==> src/rtl/cle_pkg.sv <==
// Shared types and constants for the canonical line editor.
// Used by cle_ctrl, cle_datapath and canonical_line_editor.
package cle_pkg;

	localparam logic [7:0] CH_NEWLINE   = 8'd10;
	localparam logic [7:0] CH_BACKSPACE = 8'd8;

	typedef enum logic [1:0] {
		OSEL_INPUT,
		OSEL_LINE,
		OSEL_NEWLINE
	} out_sel_t;

	typedef struct packed {
		logic     store;
		logic     fill_dec;
		logic     drain_start;
		logic     rd_adv;
		logic     out_load;
		out_sel_t out_sel;
		logic     out_last;
	} cle_cmd_t;

	typedef struct packed {
		logic is_nl;
		logic is_bs;
		logic fill_zero;
		logic fill_full;
		logic rd_last;
		logic out_free;
	} cle_status_t;

endpackage

==> src/rtl/cle_ctrl.sv <==
// Controller state machine of the canonical line editor.
// Depends on cle_pkg; drives cle_datapath through cle_cmd_t.
module cle_ctrl import cle_pkg::*; (
	input  logic        clk,
	input  logic        arst_n,
	input  logic        s_tvalid,
	output logic        s_tready,
	input  logic        echo_on,
	input  cle_status_t st,
	output cle_cmd_t    cmd
);

	localparam logic [1:0] ST_IDLE     = 2'd0;
	localparam logic [1:0] ST_DRAIN_RD = 2'd1;
	localparam logic [1:0] ST_DRAIN_WR = 2'd2;
	localparam logic [1:0] ST_ECHO_NL  = 2'd3;

	logic [1:0] state_q, state_d;
	logic       echo_q;
	logic       in_fire;

	assign s_tready = (state_q == ST_IDLE) && st.out_free;
	assign in_fire  = s_tvalid && s_tready;

	always_comb begin
		cmd     = '0;
		state_d = state_q;
		unique case (state_q)
			ST_IDLE: begin
				if (in_fire) begin
					if (st.is_nl) begin
						if (!st.fill_zero) begin
							cmd.drain_start = 1'b1;
							state_d = ST_DRAIN_RD;
						end else if (echo_on) begin
							cmd.out_load = 1'b1;
							cmd.out_sel  = OSEL_NEWLINE;
							cmd.out_last = 1'b1;
						end
					end else if (st.is_bs) begin
						if (!st.fill_zero) begin
							cmd.fill_dec = 1'b1;
							cmd.out_load = echo_on;
							cmd.out_sel  = OSEL_INPUT;
							cmd.out_last = 1'b1;
						end
					end else if (!st.fill_full) begin
						cmd.store    = 1'b1;
						cmd.out_load = echo_on;
						cmd.out_sel  = OSEL_INPUT;
						cmd.out_last = 1'b1;
					end
				end
			end
			ST_DRAIN_RD: begin
				state_d = ST_DRAIN_WR;
			end
			ST_DRAIN_WR: begin
				if (st.out_free) begin
					cmd.out_load = 1'b1;
					cmd.out_sel  = OSEL_LINE;
					cmd.out_last = st.rd_last && !echo_q;
					cmd.rd_adv   = 1'b1;
					if (st.rd_last) begin
						state_d = echo_q ? ST_ECHO_NL : ST_IDLE;
					end else begin
						state_d = ST_DRAIN_RD;
					end
				end
			end
			ST_ECHO_NL: begin
				if (st.out_free) begin
					cmd.out_load = 1'b1;
					cmd.out_sel  = OSEL_NEWLINE;
					cmd.out_last = 1'b1;
					state_d = ST_IDLE;
				end
			end
			default: begin
				state_d = ST_IDLE;
			end
		endcase
	end

	always_ff @(posedge clk or negedge arst_n) begin
		if (!arst_n) begin
			state_q <= ST_IDLE;
			echo_q  <= 1'b0;
		end else begin
			state_q <= state_d;
			if (cmd.drain_start) begin
				echo_q <= echo_on;
			end
		end
	end

	a_drain_blocks_input: assert property (@(posedge clk) disable iff (!arst_n)
		(state_q != ST_IDLE) |-> !s_tready)
		else $error("input accepted during line drain");

	a_drain_follows_newline: assert property (@(posedge clk) disable iff (!arst_n)
		cmd.drain_start |=> (state_q == ST_DRAIN_RD))
		else $error("drain did not start after newline");

endmodule

==> src/rtl/cle_datapath.sv <==
// Datapath of the canonical line editor: line memory, fill count, read pointer
// and output register. Depends on cle_pkg; controlled by cle_ctrl.
module cle_datapath import cle_pkg::*; #(
	parameter int LINE_LENGTH = 64
) (
	input  logic        clk,
	input  logic        arst_n,
	input  logic [7:0]  char_in,
	input  cle_cmd_t    cmd,
	output cle_status_t st,
	input  logic        out_ready,
	output logic        out_valid,
	output logic        out_kind,
	output logic [7:0]  out_byte,
	output logic        out_last
);

	localparam int CAP    = LINE_LENGTH - 1;
	localparam int FILL_W = $clog2(LINE_LENGTH);
	localparam int IDX_W  = (CAP > 1) ? $clog2(CAP) : 1;

	logic [7:0]        mem [CAP];
	logic [7:0]        rdata_q;
	logic [FILL_W-1:0] fill_q;
	logic [FILL_W-1:0] fill_m1;
	logic [IDX_W-1:0]  rd_ptr_q;
	logic [IDX_W-1:0]  last_idx_q;
	logic              out_valid_q;
	logic              out_kind_q;
	logic [7:0]        out_byte_q;
	logic              out_last_q;
	logic [7:0]        out_byte_d;

	assign fill_m1 = fill_q - FILL_W'(1);

	assign st.is_nl     = (char_in == CH_NEWLINE);
	assign st.is_bs     = (char_in == CH_BACKSPACE);
	assign st.fill_zero = (fill_q == '0);
	assign st.fill_full = (fill_q == FILL_W'(CAP));
	assign st.rd_last   = (rd_ptr_q == last_idx_q);
	assign st.out_free  = !out_valid_q || out_ready;

	always_ff @(posedge clk) begin
		if (cmd.store) begin
			mem[fill_q[IDX_W-1:0]] <= char_in;
		end
		rdata_q <= mem[rd_ptr_q];
	end

	always_ff @(posedge clk or negedge arst_n) begin
		if (!arst_n) begin
			fill_q   <= '0;
			rd_ptr_q <= '0;
		end else begin
			priority if (cmd.store) begin
				fill_q <= fill_q + FILL_W'(1);
			end else if (cmd.fill_dec) begin
				fill_q <= fill_m1;
			end else if (cmd.drain_start) begin
				fill_q <= '0;
			end
			priority if (cmd.drain_start) begin
				rd_ptr_q <= '0;
			end else if (cmd.rd_adv) begin
				rd_ptr_q <= rd_ptr_q + IDX_W'(1);
			end
		end
	end

	always_ff @(posedge clk) begin
		if (cmd.drain_start) begin
			last_idx_q <= fill_m1[IDX_W-1:0];
		end
	end

	always_comb begin
		unique case (cmd.out_sel)
			OSEL_INPUT:   out_byte_d = char_in;
			OSEL_LINE:    out_byte_d = rdata_q;
			OSEL_NEWLINE: out_byte_d = CH_NEWLINE;
			default:      out_byte_d = char_in;
		endcase
	end

	always_ff @(posedge clk or negedge arst_n) begin
		if (!arst_n) begin
			out_valid_q <= 1'b0;
		end else if (cmd.out_load) begin
			out_valid_q <= 1'b1;
		end else if (out_ready) begin
			out_valid_q <= 1'b0;
		end
	end

	always_ff @(posedge clk) begin
		if (cmd.out_load) begin
			out_kind_q <= (cmd.out_sel == OSEL_LINE);
			out_byte_q <= out_byte_d;
			out_last_q <= cmd.out_last;
		end
	end

	assign out_valid = out_valid_q;
	assign out_kind  = out_kind_q;
	assign out_byte  = out_byte_q;
	assign out_last  = out_last_q;

	a_fill_bound: assert property (@(posedge clk) disable iff (!arst_n)
		fill_q <= FILL_W'(CAP))
		else $error("fill count beyond line capacity");

	a_load_when_free: assert property (@(posedge clk) disable iff (!arst_n)
		cmd.out_load |-> st.out_free)
		else $error("output register overwritten before transfer");

	a_store_has_room: assert property (@(posedge clk) disable iff (!arst_n)
		cmd.store |-> !st.fill_full)
		else $error("store into full line");

endmodule

==> src/rtl/canonical_line_editor.sv <==
// Canonical-mode line editor: echo, backspace and line release on newline.
// Ordinary bytes and backspaces: the echo is registered and shows in the cycle after the transfer;
// input is taken only while the output register is free. Newline with stored bytes: each is read
// through the one memory read port, then loaded for output, then the newline echo when echo is on.
// Input is held off while draining. Reset (arst_n low, asynchronous) empties the line, sets echo on.
// Depends on cle_pkg, cle_ctrl and cle_datapath.
module canonical_line_editor import cle_pkg::*; #(
	parameter int LINE_LENGTH = 64
) (
	input  logic       clk,
	input  logic       arst_n,
	input  logic       cfg_wr_en,
	input  logic       cfg_wr_data,
	input  logic       s_tvalid,
	output logic       s_tready,
	input  logic [7:0] s_tdata,   // [7:0] char_in
	input  logic       s_tlast,   // burst_end
	output logic       m_tvalid,
	input  logic       m_tready,
	output logic [7:0] m_tdata,   // [7:0] out_byte
	output logic       m_tuser,   // out_kind
	output logic       m_tlast    // out_last
);

	cle_cmd_t    cmd;
	cle_status_t st;
	logic        echo_on_q;
	logic        burst_end;

	always_ff @(posedge clk or negedge arst_n) begin
		if (!arst_n) begin
			echo_on_q <= 1'b1;
		end else if (cfg_wr_en) begin
			echo_on_q <= cfg_wr_data;
		end
	end

	// burst framing carries no meaning for line editing
	assign burst_end = s_tlast;

	cle_ctrl u_ctrl (
		.clk      (clk),
		.arst_n   (arst_n),
		.s_tvalid (s_tvalid),
		.s_tready (s_tready),
		.echo_on  (echo_on_q),
		.st       (st),
		.cmd      (cmd)
	);

	cle_datapath #(
		.LINE_LENGTH (LINE_LENGTH)
	) u_datapath (
		.clk       (clk),
		.arst_n    (arst_n),
		.char_in   (s_tdata),
		.cmd       (cmd),
		.st        (st),
		.out_ready (m_tready),
		.out_valid (m_tvalid),
		.out_kind  (m_tuser),
		.out_byte  (m_tdata),
		.out_last  (m_tlast)
	);

	a_burst_end_holds: assert property (@(posedge clk) disable iff (!arst_n)
		(s_tvalid && !s_tready) |=> $stable(burst_end) || !s_tvalid || s_tready
			|| $past(s_tvalid && !s_tready))
		else $error("burst marker check failed");

endmodule

==> config.mk <==
export PLATFORM = sky130hd
export DESIGN_NAME = canonical_line_editor
export DESIGN_NICKNAME = d
export VERILOG_FILES = /design/src/rtl/cle_pkg.sv /design/src/rtl/cle_ctrl.sv /design/src/rtl/cle_datapath.sv /design/src/rtl/canonical_line_editor.sv
export SDC_FILE = /design/constraint.sdc
export NUM_CORES = 1
export LEC_CHECK = 0
export BUFFER_PORTS_ARGS = -buffer_cell sky130_fd_sc_hd__buf_4
export CAP_MARGIN = 20
export CORE_ASPECT_RATIO = 0.6
export CORE_MARGIN = 2
export CORE_UTILIZATION = 30
export CTS_BUF_LIST = sky130_fd_sc_hd__clkbuf_8
export DETAILED_ROUTE_END_ITERATION = 8
export PLACE_DENSITY = 0.42
export REMOVE_ABC_BUFFERS = 1
export SLEW_MARGIN = 20
export SYNTH_ARGS = -nofsm -noshare
export SYNTH_HDL_FRONTEND = slang
export SYNTH_SLANG_ARGS = --single-unit
==> constraint.sdc <==
create_clock -name clk -period 3.7 [get_ports clk]
set_input_delay 0.555 -clock clk [delete_from_list [all_inputs] [get_ports clk]]
set_output_delay 0.555 -clock clk [all_outputs]
set_load 0.01 [all_outputs]
==> results.sh, run 1 <==
export IMPL_gp_congestion=0.786
export IMPL_num_antenna_cells=0
export IMPL_grt_total_usage_pct=16.6
export IMPL_cts_made_buffers=83
export IMPL_rrSetupSlack_ns=0.40
export IMPL_nets=1327
export IMPL_fin_skew_ns=0.0308
export IMPL_arrival_ns=3.71
export IMPL_clkSinkCount=545
export IMPL_min_period_over_period_pct=89.1
export IMPL_p_leak_nw=8.26
export IMPL_tightest_slew_ns=1.01
export IMPL_cp_top_family="simple AND/OR/NAND/NOR gates"
export IMPL_holdPathEnd="echo_on_q"
export IMPL_timing_critical_path_mode_cell="ha_1"
export IMPL_critical_path_class="reg2reg"
export IMPL_ios=27
export IMPL_antenna_left=0
export IMPL_die_area_sq_um=74200
export IMPL_synthCells=1126
export IMPL_peakVddDrop_v=0.000417
export IMPL_hold_ws_ns=0.141
export IMPL_cp_max_fo=12
export IMPL_dp_hpwl_microns=39500
export IMPL_maxSlewHeadroom_pct=32.5
export IMPL_cp_slowest_stage_delay_ns=0.55
export IMPL_fin_crit_ns=3.30
export IMPL_critPathCaptureType="flip-flop"
export IMPL_grt_max_degree=69
export IMPL_syn_cell_area_sq_um=21600
export IMPL_clock_latency_ns=0.66
export IMPL_ys_async_sr_fraction_pct=3.12
export IMPL_crit_required_ns=4.11
export IMPL_min_path_type="in2reg"
export IMPL_grt_first_pass_wirelength_microns=86200
export IMPL_hp_start="cfg_wr_data"
export IMPL_cts_buffer_depth=3
export IMPL_cts_tree="done"
export IMPL_overflow=0
export IMPL_route_vias_total=11368
export IMPL_cts_root_buf="clkbuf_8"
export IMPL_setup_viol=0
export IMPL_maxSlewViolCount=0
export IMPL_core_area_sq_um=71500
export IMPL_max_clock_freq_mhz=303
export IMPL_path_cells="inv_1 -> ha_1 -> or3b_1 -> nor4_1 -> a32o_1 -> nand2_1 -> ha_1 -> nor2b_1 -> a22o_1"
export IMPL_setup_tns_final_ns=0
export IMPL_grt_pass1_vias=11371
export IMPL_yosysWarnings=0
export IMPL_syn_avg_cell_area_sq_um=19.2
export IMPL_via_per_inst=4.86
export IMPL_die_h_microns=212
export IMPL_die_x_microns=350
export IMPL_start_util_pct=30.2
export IMPL_drt_first_iter_violations=1056
export IMPL_htreeDepth=3
export IMPL_rsz0062_at_grt="no"
export IMPL_drive_gt1_share_pct=27.8
export IMPL_post_cts_buffers=0
export IMPL_power_density_nw_per_um2=702
export IMPL_drc_errors=0
export IMPL_placementRows=76
export IMPL_fin_util_pct=35.2
export IMPL_synth_edf_count=520
export IMPL_synth_seq_area_share_pct=75.1
export IMPL_area_growth_pct=16.5
export IMPL_io_buffer_count=25
export IMPL_r2r_end="u_datapath.out_byte[5]"
export IMPL_antenna_found_initial=1
export IMPL_hold_violations=0
export IMPL_cap_violations=0
export IMPL_ys_types=59
export IMPL_synth_seq_cells=545
export IMPL_clk_pin_slew_ns=0.07
export IMPL_reg2reg_depth=9
export IMPL_routedWlPerCell_microns=26.1
export IMPL_crit_path_top_delay_cell="ha_1"
export IMPL_r2r_start="u_datapath.fill_q[0]"
export IMPL_critPathBufInv=1
export IMPL_drt_pass1_iter_count=5
export IMPL_drt_total_wl_microns=61100
export IMPL_cp_start_kind="flip-flop"
export IMPL_ys_flop_type="edfxtp_1"
export IMPL_worstHoldPathCells=2
export IMPL_outcome="completed"
[registers in the layout (all words and copies together), names as in the netlist]
name,cells
u_datapath.out_byte,8
u_datapath.mem,504
u_datapath.rd_ptr_q,6
u_ctrl.echo_q,1
u_datapath.last_idx_q,6
u_datapath.fill_q,6
u_datapath.out_valid,1
u_datapath.rdata_q,8
u_datapath.out_last,1
u_ctrl.state_q,2
u_datapath.out_kind,1
echo_on_q,1
[cell type report]
type / count / area (sq um)
fill: 6844 / 46400
clock buffer: 90 / 1240
timing repair buffer: 156 / 1220
sequential: 545 / 16200
multi-input combinational: 512 / 5010
clock inverter: 53 / 210
inverter: 9 / 33.8
tap: 975 / 1220
[cells in the final DEF (no fill, tap or decap), types with 9 or more instances in the layout]
cell	synthesis	final
a2111oi_0	9	9
a21oi_1	21	21
a221oi_1	11	11
a22o_1	14	14
a22oi_1	16	16
buf_4	15	151
clkbuf_8	0	90
clkinv_1	0	11
dfrtp_1	16	14
edfxtp_1	520	520
inv_1	8	45
mux2i_1	54	54
mux4_2	103	103
nand2_1	42	42
nor2_1	91	91
o21ai_0	19	18
o22ai_1	13	13
xnor2_1	13	13
[what timing repair did]
item,in CTS,in global routing
hold endpoints to repair,17,0
resized for setup,0,0
hold buffers,1,0
[cell usage after synthesis, types with 3 or more instances]
master | number | share of area (%)
edfxtp_1 | 520 | 72
mux4_2 | 103 | 11
nor2_1 | 91 | 1.6
mux2i_1 | 54 | 2.5
nand2_1 | 42 | 0.73
a21oi_1 | 21 | 0.49
clkbuf_1 | 19 | 0.33
o21ai_0 | 19 | 0.44
a22oi_1 | 16 | 0.56
dfrtp_1 | 16 | 1.9
buf_4 | 15 | 0.52
a22o_1 | 14 | 0.57
buf_2 | 14 | 0.32
o22ai_1 | 13 | 0.38
xnor2_1 | 13 | 0.53
a221oi_1 | 11 | 0.45
a2111oi_0 | 9 | 0.37
dfxtp_1 | 8 | 0.74
inv_1 | 8 | 0.14
nor3_1 | 8 | 0.19
a211oi_1 | 7 | 0.24
buf_6 | 7 | 0.37
nand3_1 | 7 | 0.16
a31oi_1 | 6 | 0.17
nand2b_1 | 6 | 0.17
nand4_1 | 6 | 0.17
buf_1 | 5 | 0.087
ha_1 | 5 | 0.29
mux2_2 | 5 | 0.26
nor2b_1 | 5 | 0.14
nand3b_1 | 4 | 0.14
nor4_1 | 4 | 0.12
and2_1 | 3 | 0.087
and3_1 | 3 | 0.087
o221ai_1 | 3 | 0.12
or2_2 | 3 | 0.087
or3b_2 | 3 | 0.12
xor2_1 | 3 | 0.12
[logic make-up after synthesis]
group / Yosys count / share of synthesized area [%]
fa+ha+maj: 5 / 0.290
buf+inv: 69 / 1.79
mux: 163 / 13.6
simple gates: 198 / 4.43
xor+xnor: 16 / 0.649
flops: 545 / 75.1
compound gates: 130 / 4.21
[how the worst max path moves through the flow]
stage / cells past startpoint / start / slack [ns] / endpoint
2_1_floorplan: 5 / u_datapath.rd_ptr_q[0] / -2.50 / u_datapath.rdata_q[7]
3_3_place_gp: 8 / s_tdata[4] / -0.27 / u_datapath.out_byte[6]
3_5_place_dp: 8 / s_tdata[4] / 0.12 / u_datapath.out_byte[5]
4_1_cts: 9 / u_datapath.fill_q[0] / 0.38 / u_datapath.out_byte[5]
5_1_grt: 9 / u_datapath.fill_q[0] / 0.20 / u_datapath.out_byte[4]
6_report: 9 / u_datapath.fill_q[0] / 0.40 / u_datapath.out_byte[5]
[power by group]
group	internal, W	switching [W]	total (W)
registers	0.00713	0.000445	0.00758
logic	0.00231	0.00322	0.00553
clock network	0.00222	0.00234	0.00456
[worst register-to-register path, cell delays in order, from the launching register on]
cell and delay [ns]:
dfrtp_1 0.43, inv_1 0.16, ha_1 0.25, or3b_1 0.50, nor4_1 0.39, a32o_1 0.22
nand2_1 0.16, ha_1 0.55, nor2b_1 0.17, a22o_1 0.23
[metrics by stage]
step           instance area, sq um  std cells  total power [W]  setup WS (ns)
3_3_place_gp                  23700       2196           0.0133         -0.273
2_1_floorplan                 21200       1066           0.0109          -2.50
5_1_grt                       25100       2340           0.0185          0.197
3_5_place_dp                  23700       2196           0.0133          0.120
6_report                      25100       2340           0.0177          0.403
4_1_cts                       25100       2340           0.0178          0.382
[per-layer routing]
metal	up-vias	wire length, microns	GRT usage, %	part of all wire, %
met5	-	0	0	0
met4	0	920	3.54	1.5
met3	73	4410	4.53	7.2
met2	376	23400	21.1	38
met1	5967	32300	27.4	53
li1	4952	-	-	-
(Power assumes the default switching activity.)
==> inputs of run 2 (changes only) <==
Settings changed: RECOVER_POWER set to 100.
==> results.sh, run 2 (synthesis results as in run 1) <==
export IMPL_core_area_sq_um=71500
export IMPL_p_switching_w=0.00597
export IMPL_grt_first_pass_wirelength_microns=86200
export IMPL_rrSetupSlack_ns=0.20
export IMPL_die_h_microns=212
export IMPL_tightest_slew_ns=3.18
export IMPL_instances_no_fill=2341
export IMPL_drive_gt1_share_pct=21.4
export IMPL_post_cts_buffers=0
export IMPL_dp_hpwl_microns=39500
export IMPL_crit_path_top_delay_cell="dfrtp_2"
export IMPL_min_path_type="in2reg"
export IMPL_hold_violations=0
export IMPL_antenna_left=0
export IMPL_cp_slowest_stage_delay_ns=1.07
export IMPL_final_common_cell="edfxtp_1"
export IMPL_worstHoldPathCells=2
export IMPL_cp_top_family="flip-flops"
export IMPL_overflow=0
export IMPL_hp_start="cfg_wr_data"
export IMPL_clk_pin_slew_ns=0.07
export IMPL_holdPathEnd="echo_on_q"
export IMPL_routedWlPerCell_microns=26.1
export IMPL_r2r_start="u_datapath.rd_ptr_q[1]"
export IMPL_fin_crit_ns=3.50
export IMPL_cts_tree="done"
export IMPL_cts_root_buf="clkbuf_8"
export IMPL_p_int_w=0.0116
export IMPL_ctsHoldBuffers=1
export IMPL_p_leak_nw=7.92
export IMPL_outcome="finished, violations left"
export IMPL_drc_errors=0
export IMPL_cts_buffer_depth=3
export IMPL_swShare_pct=34.0
export IMPL_cap_violations=6
export IMPL_clock_latency_ns=0.66
export IMPL_arrival_ns=3.98
export IMPL_maxSlewHeadroom_pct=-112
export IMPL_ios=27
export IMPL_die_area_sq_um=74200
export IMPL_start_util_pct=30.2
export IMPL_violations="max-capacitance violations, max-slew violations"
export IMPL_crit_required_ns=4.18
export IMPL_ctsResizeCount=0
export IMPL_antenna_found_initial=2
export IMPL_drt_first_iter_violations=1092
export IMPL_peakVddDrop_v=0.000413
export IMPL_grt_pass1_vias=11371
export IMPL_rsz0062_at_grt="no"
export IMPL_die_x_microns=350
export IMPL_grt_total_usage_pct=16.6
export IMPL_final_cell_mix="edfxtp_1, mux4_2, nor2_1"
export IMPL_path_cells="buf_12 -> clkbuf_1 -> mux4_2 -> a221oi_1 -> a211oi_1"
export IMPL_placed_cell_area_sq_um=23700
export IMPL_largest_reg_flops=504
export IMPL_drt_total_wl_microns=61100
export IMPL_critPathCaptureType="flip-flop"
export IMPL_maxSlewViolCount=368
export IMPL_pwr_share_seq_pct=43.2
export IMPL_cts_made_buffers=83
export IMPL_power_density_nw_per_um2=709
export IMPL_area_growth_pct=14.6
export IMPL_fin_skew_ns=0.0305
export IMPL_io_buffer_count=25
export IMPL_critPathBufInv=2
export IMPL_via_per_inst=4.88
export IMPL_place_inst=2196
export IMPL_reg2reg_depth=5
export IMPL_htreeDepth=3
export IMPL_r2r_end="u_datapath.rdata_q[0]"
export IMPL_nets=1327
export IMPL_drt_pass1_iter_count=6
export IMPL_critical_path_class="reg2reg"
export IMPL_gp_congestion=0.786
export IMPL_placementRows=76
export IMPL_route_vias_total=11416
export IMPL_setup_viol=0
export IMPL_max_clock_freq_mhz=286
export IMPL_clkSinkCount=545
export IMPL_min_period_over_period_pct=94.6
export IMPL_cp_max_fo=35
export IMPL_design_area_sq_um=24700
export IMPL_cp_start_kind="flip-flop"
export IMPL_pwr_share_comb_pct=30.8
export IMPL_clockPowerShare_pct=26.0
export IMPL_grt_max_degree=69
[run 2: cell count changes in the layout (fill, tap and decap cells not counted), moves of 2 or more]
cell      before  now
clkbuf_1       0   79
clkbuf_2       0   23
buf_4        151   49
nor3_1         8   10
[run 2: layout make-up]
cell class	count	area, sq um
Tap cell	975	1220
Fill cell	6913	46800
Clock inverter	53	210
Timing Repair Buffer	156	870
Antenna cell	1	2.50
Inverter	9	33.8
Sequential cell	545	16200
Multi-Input combinational cell	512	4960
Clock buffer	90	1240
[run 2: power by group through the flow]
stage                     logic, W  registers, W  clock network, W
after global placement     0.00557       0.00771                 0
final                      0.00540       0.00758           0.00456
after detailed placement   0.00555       0.00771                 0
after floorplan            0.00295       0.00797                 0
after CTS                  0.00557       0.00758           0.00470
after global routing       0.00579       0.00762           0.00497
[run 2: worst max path at each step]
stage	to	startpoint	depth (start not counted)	slack [ns]
after CTS	u_datapath.out_byte[5]	u_datapath.fill_q[0]	9	0.38
after detailed placement	u_datapath.out_byte[5]	s_tdata[4]	8	0.12
after global routing	u_datapath.mem[4][0]	u_ctrl.state_q[0]	8	0.13
after global placement	u_datapath.out_byte[6]	s_tdata[4]	8	-0.27
final	u_datapath.rdata_q[0]	u_datapath.rd_ptr_q[1]	5	0.20
after floorplan	u_datapath.rdata_q[7]	u_datapath.rd_ptr_q[0]	5	-2.50
[run 2: per-stage QoR]
step                      setup WS (ns)  setup TNS [ns]  power (W)  util, %  hold slack [ns]
after CTS                         0.382               0     0.0178     35.2           0.0875
after global routing              0.127               0     0.0184     34.6            0.115
after global placement           -0.273           -1.78     0.0133     33.1            0.452
after detailed placement          0.120               0     0.0133     33.1            0.450
after floorplan                   -2.50          -32.09     0.0109        -            0.259
final                             0.199               0     0.0175     34.6            0.145
[run 2: worst register-to-register path, stage by stage, from the launching register on]
cell and delay, ns:
dfrtp_2 1.07, buf_12 0.33, clkbuf_1 0.56, mux4_2 0.47
a221oi_1 0.68, a211oi_1 0.22
[run 2: per-layer routing]
metal / part of all wire [%] / track usage, % / vias up / wire [microns]
li1: - / - / 4957 / -
met1: 53 / 27.4 / 5993 / 32400
met2: 38 / 21.1 / 394 / 23200
met3: 7.6 / 4.53 / 72 / 4650
met4: 1.5 / 3.54 / 0 / 894
met5: 0 / 0 / - / 0
==> inputs of run 3 (changes only) <==
Settings changed: ABC_AREA set to 1, PLACE_DENSITY 0.42 to not set, RECOVER_POWER 100 to 25.
==> results.sh, run 3 <==
export IMPL_drt_total_wl_microns=61300
export IMPL_clk_pin_slew_ns=0.06
export IMPL_gp_congestion=0.876
export IMPL_grt_pass1_vias=14862
export IMPL_seq_area_sq_um=16200
export IMPL_min_path_type="in2reg"
export IMPL_clock_latency_ns=0.66
export IMPL_start_util_pct=30.4
export IMPL_die_area_sq_um=79000
export IMPL_placed_cell_area_sq_um=24700
export IMPL_cp_slowest_stage_delay_ns=2.41
export IMPL_antenna_found_initial=3
export IMPL_final_common_cell="nand2_1"
export IMPL_setup_viol=0
export IMPL_worst_slack_ns=0.453
export IMPL_post_cts_buffers=0
export IMPL_tightest_slew_ns=3.46
export IMPL_maxSlewHeadroom_pct=-131
export IMPL_grt_first_pass_wirelength_microns=91700
export IMPL_io_buffer_count=25
export IMPL_critical_path_class="in2reg"
export IMPL_synth_edf_count=520
export IMPL_clkSinkCount=545
export IMPL_nets=2231
export IMPL_multi_input_comb_area_sq_um=5720
export IMPL_clockPowerShare_pct=25.2
export IMPL_r2r_end="u_datapath.mem[62][2]"
export IMPL_cp_top_family="buffers and inverters"
export IMPL_drt_pass1_iter_count=5
export IMPL_r2r_start="u_datapath.fill_q[0]"
export IMPL_dp_hpwl_microns=37300
export IMPL_crit_path_top_delay_cell="clkbuf_1"
export IMPL_drc_errors=0
export IMPL_htreeDepth=3
export IMPL_grt_total_usage_pct=15.4
export IMPL_placementRows=78
export IMPL_maxSlewViolCount=417
export IMPL_cts_made_buffers=76
export IMPL_p_switching_w=0.00692
export IMPL_fin_util_pct=34.4
export IMPL_path_depth=2
export IMPL_yosysWarnings=0
export IMPL_peakVddDrop_v=0.000539
export IMPL_design_area_sq_um=26100
export IMPL_hp_start="cfg_wr_en"
export IMPL_cts_buffer_depth=3
export IMPL_ys_types=32
export IMPL_reg2reg_depth=8
export IMPL_outcome="finished, violations left"
export IMPL_area_growth_pct=13.2
export IMPL_critPathBufInv=2
export IMPL_swShare_pct=38.8
export IMPL_synth_top_cells_by_area="edfxtp_1, nand2_1, nor2_1"
export IMPL_drive_gt1_share_pct=9.59
export IMPL_rsz0062_at_grt="no"
export IMPL_antenna_left=0
export IMPL_synth_top_area_cell="edfxtp_1"
export IMPL_p_int_w=0.0109
export IMPL_synth_seq_area_share_pct=70.4
export IMPL_via_per_inst=4.83
export IMPL_synth_most_common_cell="nand2_1"
export IMPL_ys_async_sr_fraction_pct=3.12
export IMPL_cap_violations=7
export IMPL_hold_violations=0
export IMPL_cp_max_fo=64
export IMPL_final_cell_mix="nand2_1, edfxtp_1, nor2_1"
export IMPL_cts_root_buf="clkbuf_8"
export IMPL_fin_skew_ns=0.0398
export IMPL_path_cells="clkbuf_4 -> clkbuf_1"
export IMPL_min_period_over_period_pct=87.8
export IMPL_nFillCells=7533
export IMPL_fin_crit_ns=3.25
export IMPL_core_area_sq_um=75700
export IMPL_power_density_nw_per_um2=684
export IMPL_synth_commonest_cells="nand2_1, edfxtp_1, nor2_1"
export IMPL_die_x_microns=362
export IMPL_crit_start="s_tdata[4]"
export IMPL_die_h_microns=219
export IMPL_synth_seq_cells=545
export IMPL_arrival_ns=3.17
export IMPL_ctsResizeCount=0
export IMPL_ys_flop_type="edfxtp_1"
export IMPL_synth_top_cell_area_share_pct=67.8
export IMPL_cp_start_kind="input port"
export IMPL_violations="max-capacitance violations, max-slew violations"
export IMPL_routedWlPerCell_microns=18.8
export IMPL_critPathCaptureType="flip-flop"
export IMPL_endpoint="u_datapath.mem[23][4]"
export IMPL_crit_required_ns=3.62
export IMPL_cts_tree="done"
export IMPL_grt_max_degree=144
export IMPL_rrSetupSlack_ns=0.67
export IMPL_p_leak_nw=9.80
export IMPL_pwr_share_seq_pct=40.6
export IMPL_overflow=0
export IMPL_hold_ws_ns=0.0791
export IMPL_syn_avg_cell_area_sq_um=10.8
export IMPL_max_clock_freq_mhz=308
export IMPL_route_vias_total=15755
export IMPL_place_ws_ns=0.598
export IMPL_syn_cell_area_sq_um=23000
export IMPL_ios=27
export IMPL_largest_reg_flops=504
export IMPL_pwr_share_comb_pct=34.2
export IMPL_drt_first_iter_violations=2179
export IMPL_synthCells=2132
export IMPL_worstHoldPathCells=2
## run 3: layout make-up
cell class,instances,share of cell area (%)
sequential,545,62.2
multi-input combinational,1311,22.0
tap,1000,4.80
clock buffer,81,4.28
timing repair buffer,112,3.28
inverter,165,2.41
clock inverter,49,1.04
antenna,2,0.0192
## run 3: metal layers
metal  track usage (%)  wire length [microns]
met5                 0                     12
met4              2.64                    694
met3              5.00                   6860
met2              20.9                  24300
met1              23.7                  29400
## run 3: how the worst min path moves through the flow
stage / endpoint / slack (ns)
after detailed placement: u_datapath.out_valid / 0.45
after CTS: echo_on_q / 0.04
after global placement: u_datapath.out_valid / 0.45
final: echo_on_q / 0.08
after global routing: echo_on_q / 0.08
after floorplan: u_ctrl.echo_q / 0.26
## run 3: cell families (layout without fill, tap and decap cells)
family | Yosys count | count (layout) | synth area share, %
xor+xnor | 9 | 9 | 0.342
buf+inv | 276 | 407 | 4.78
simple gates | 1103 | 1103 | 19.8
compound gates | 194 | 194 | 4.45
other cells | 0 | 2 | 0
fa+ha+maj | 5 | 5 | 0.272
flops | 545 | 545 | 70.4
## run 3: power by group through the flow
stage	Clock, W	Combinational (W)	Sequential [W]
floorplan	0	0.00346	0.00767
global route	0.00486	0.00676	0.00726
CTS	0.00457	0.00602	0.00723
finish	0.00449	0.00611	0.00724
global placement	0	0.00594	0.00736
detailed placement	0	0.00600	0.00736
## run 3: per-stage QoR
stage,TNS (ns),power (W),cells
floorplan,-57.28,0.0111,2021
finish,0,0.0178,3265
detailed placement,0,0.0134,3132
global route,0,0.0189,3265
global placement,0,0.0133,3132
CTS,0,0.0178,3263
## run 3: repair_timing
| item | in CTS | in global routing |
|---|---|---|
| hold buffers | 1 | 0 |
| setup endpoints to repair | 0 | 0 |
| hold endpoints to repair | 17 | 0 |
## run 3: worst reg2reg max path: stages, from the launching register on
cell     delay, ns
dfrtp_1       0.53
ha_1          0.29
nand2_1       0.07
inv_1         0.05
nand2_1       0.08
o21ai_1       0.13
nor2_4        0.43
nand3_4       0.35
nor2_1        0.71
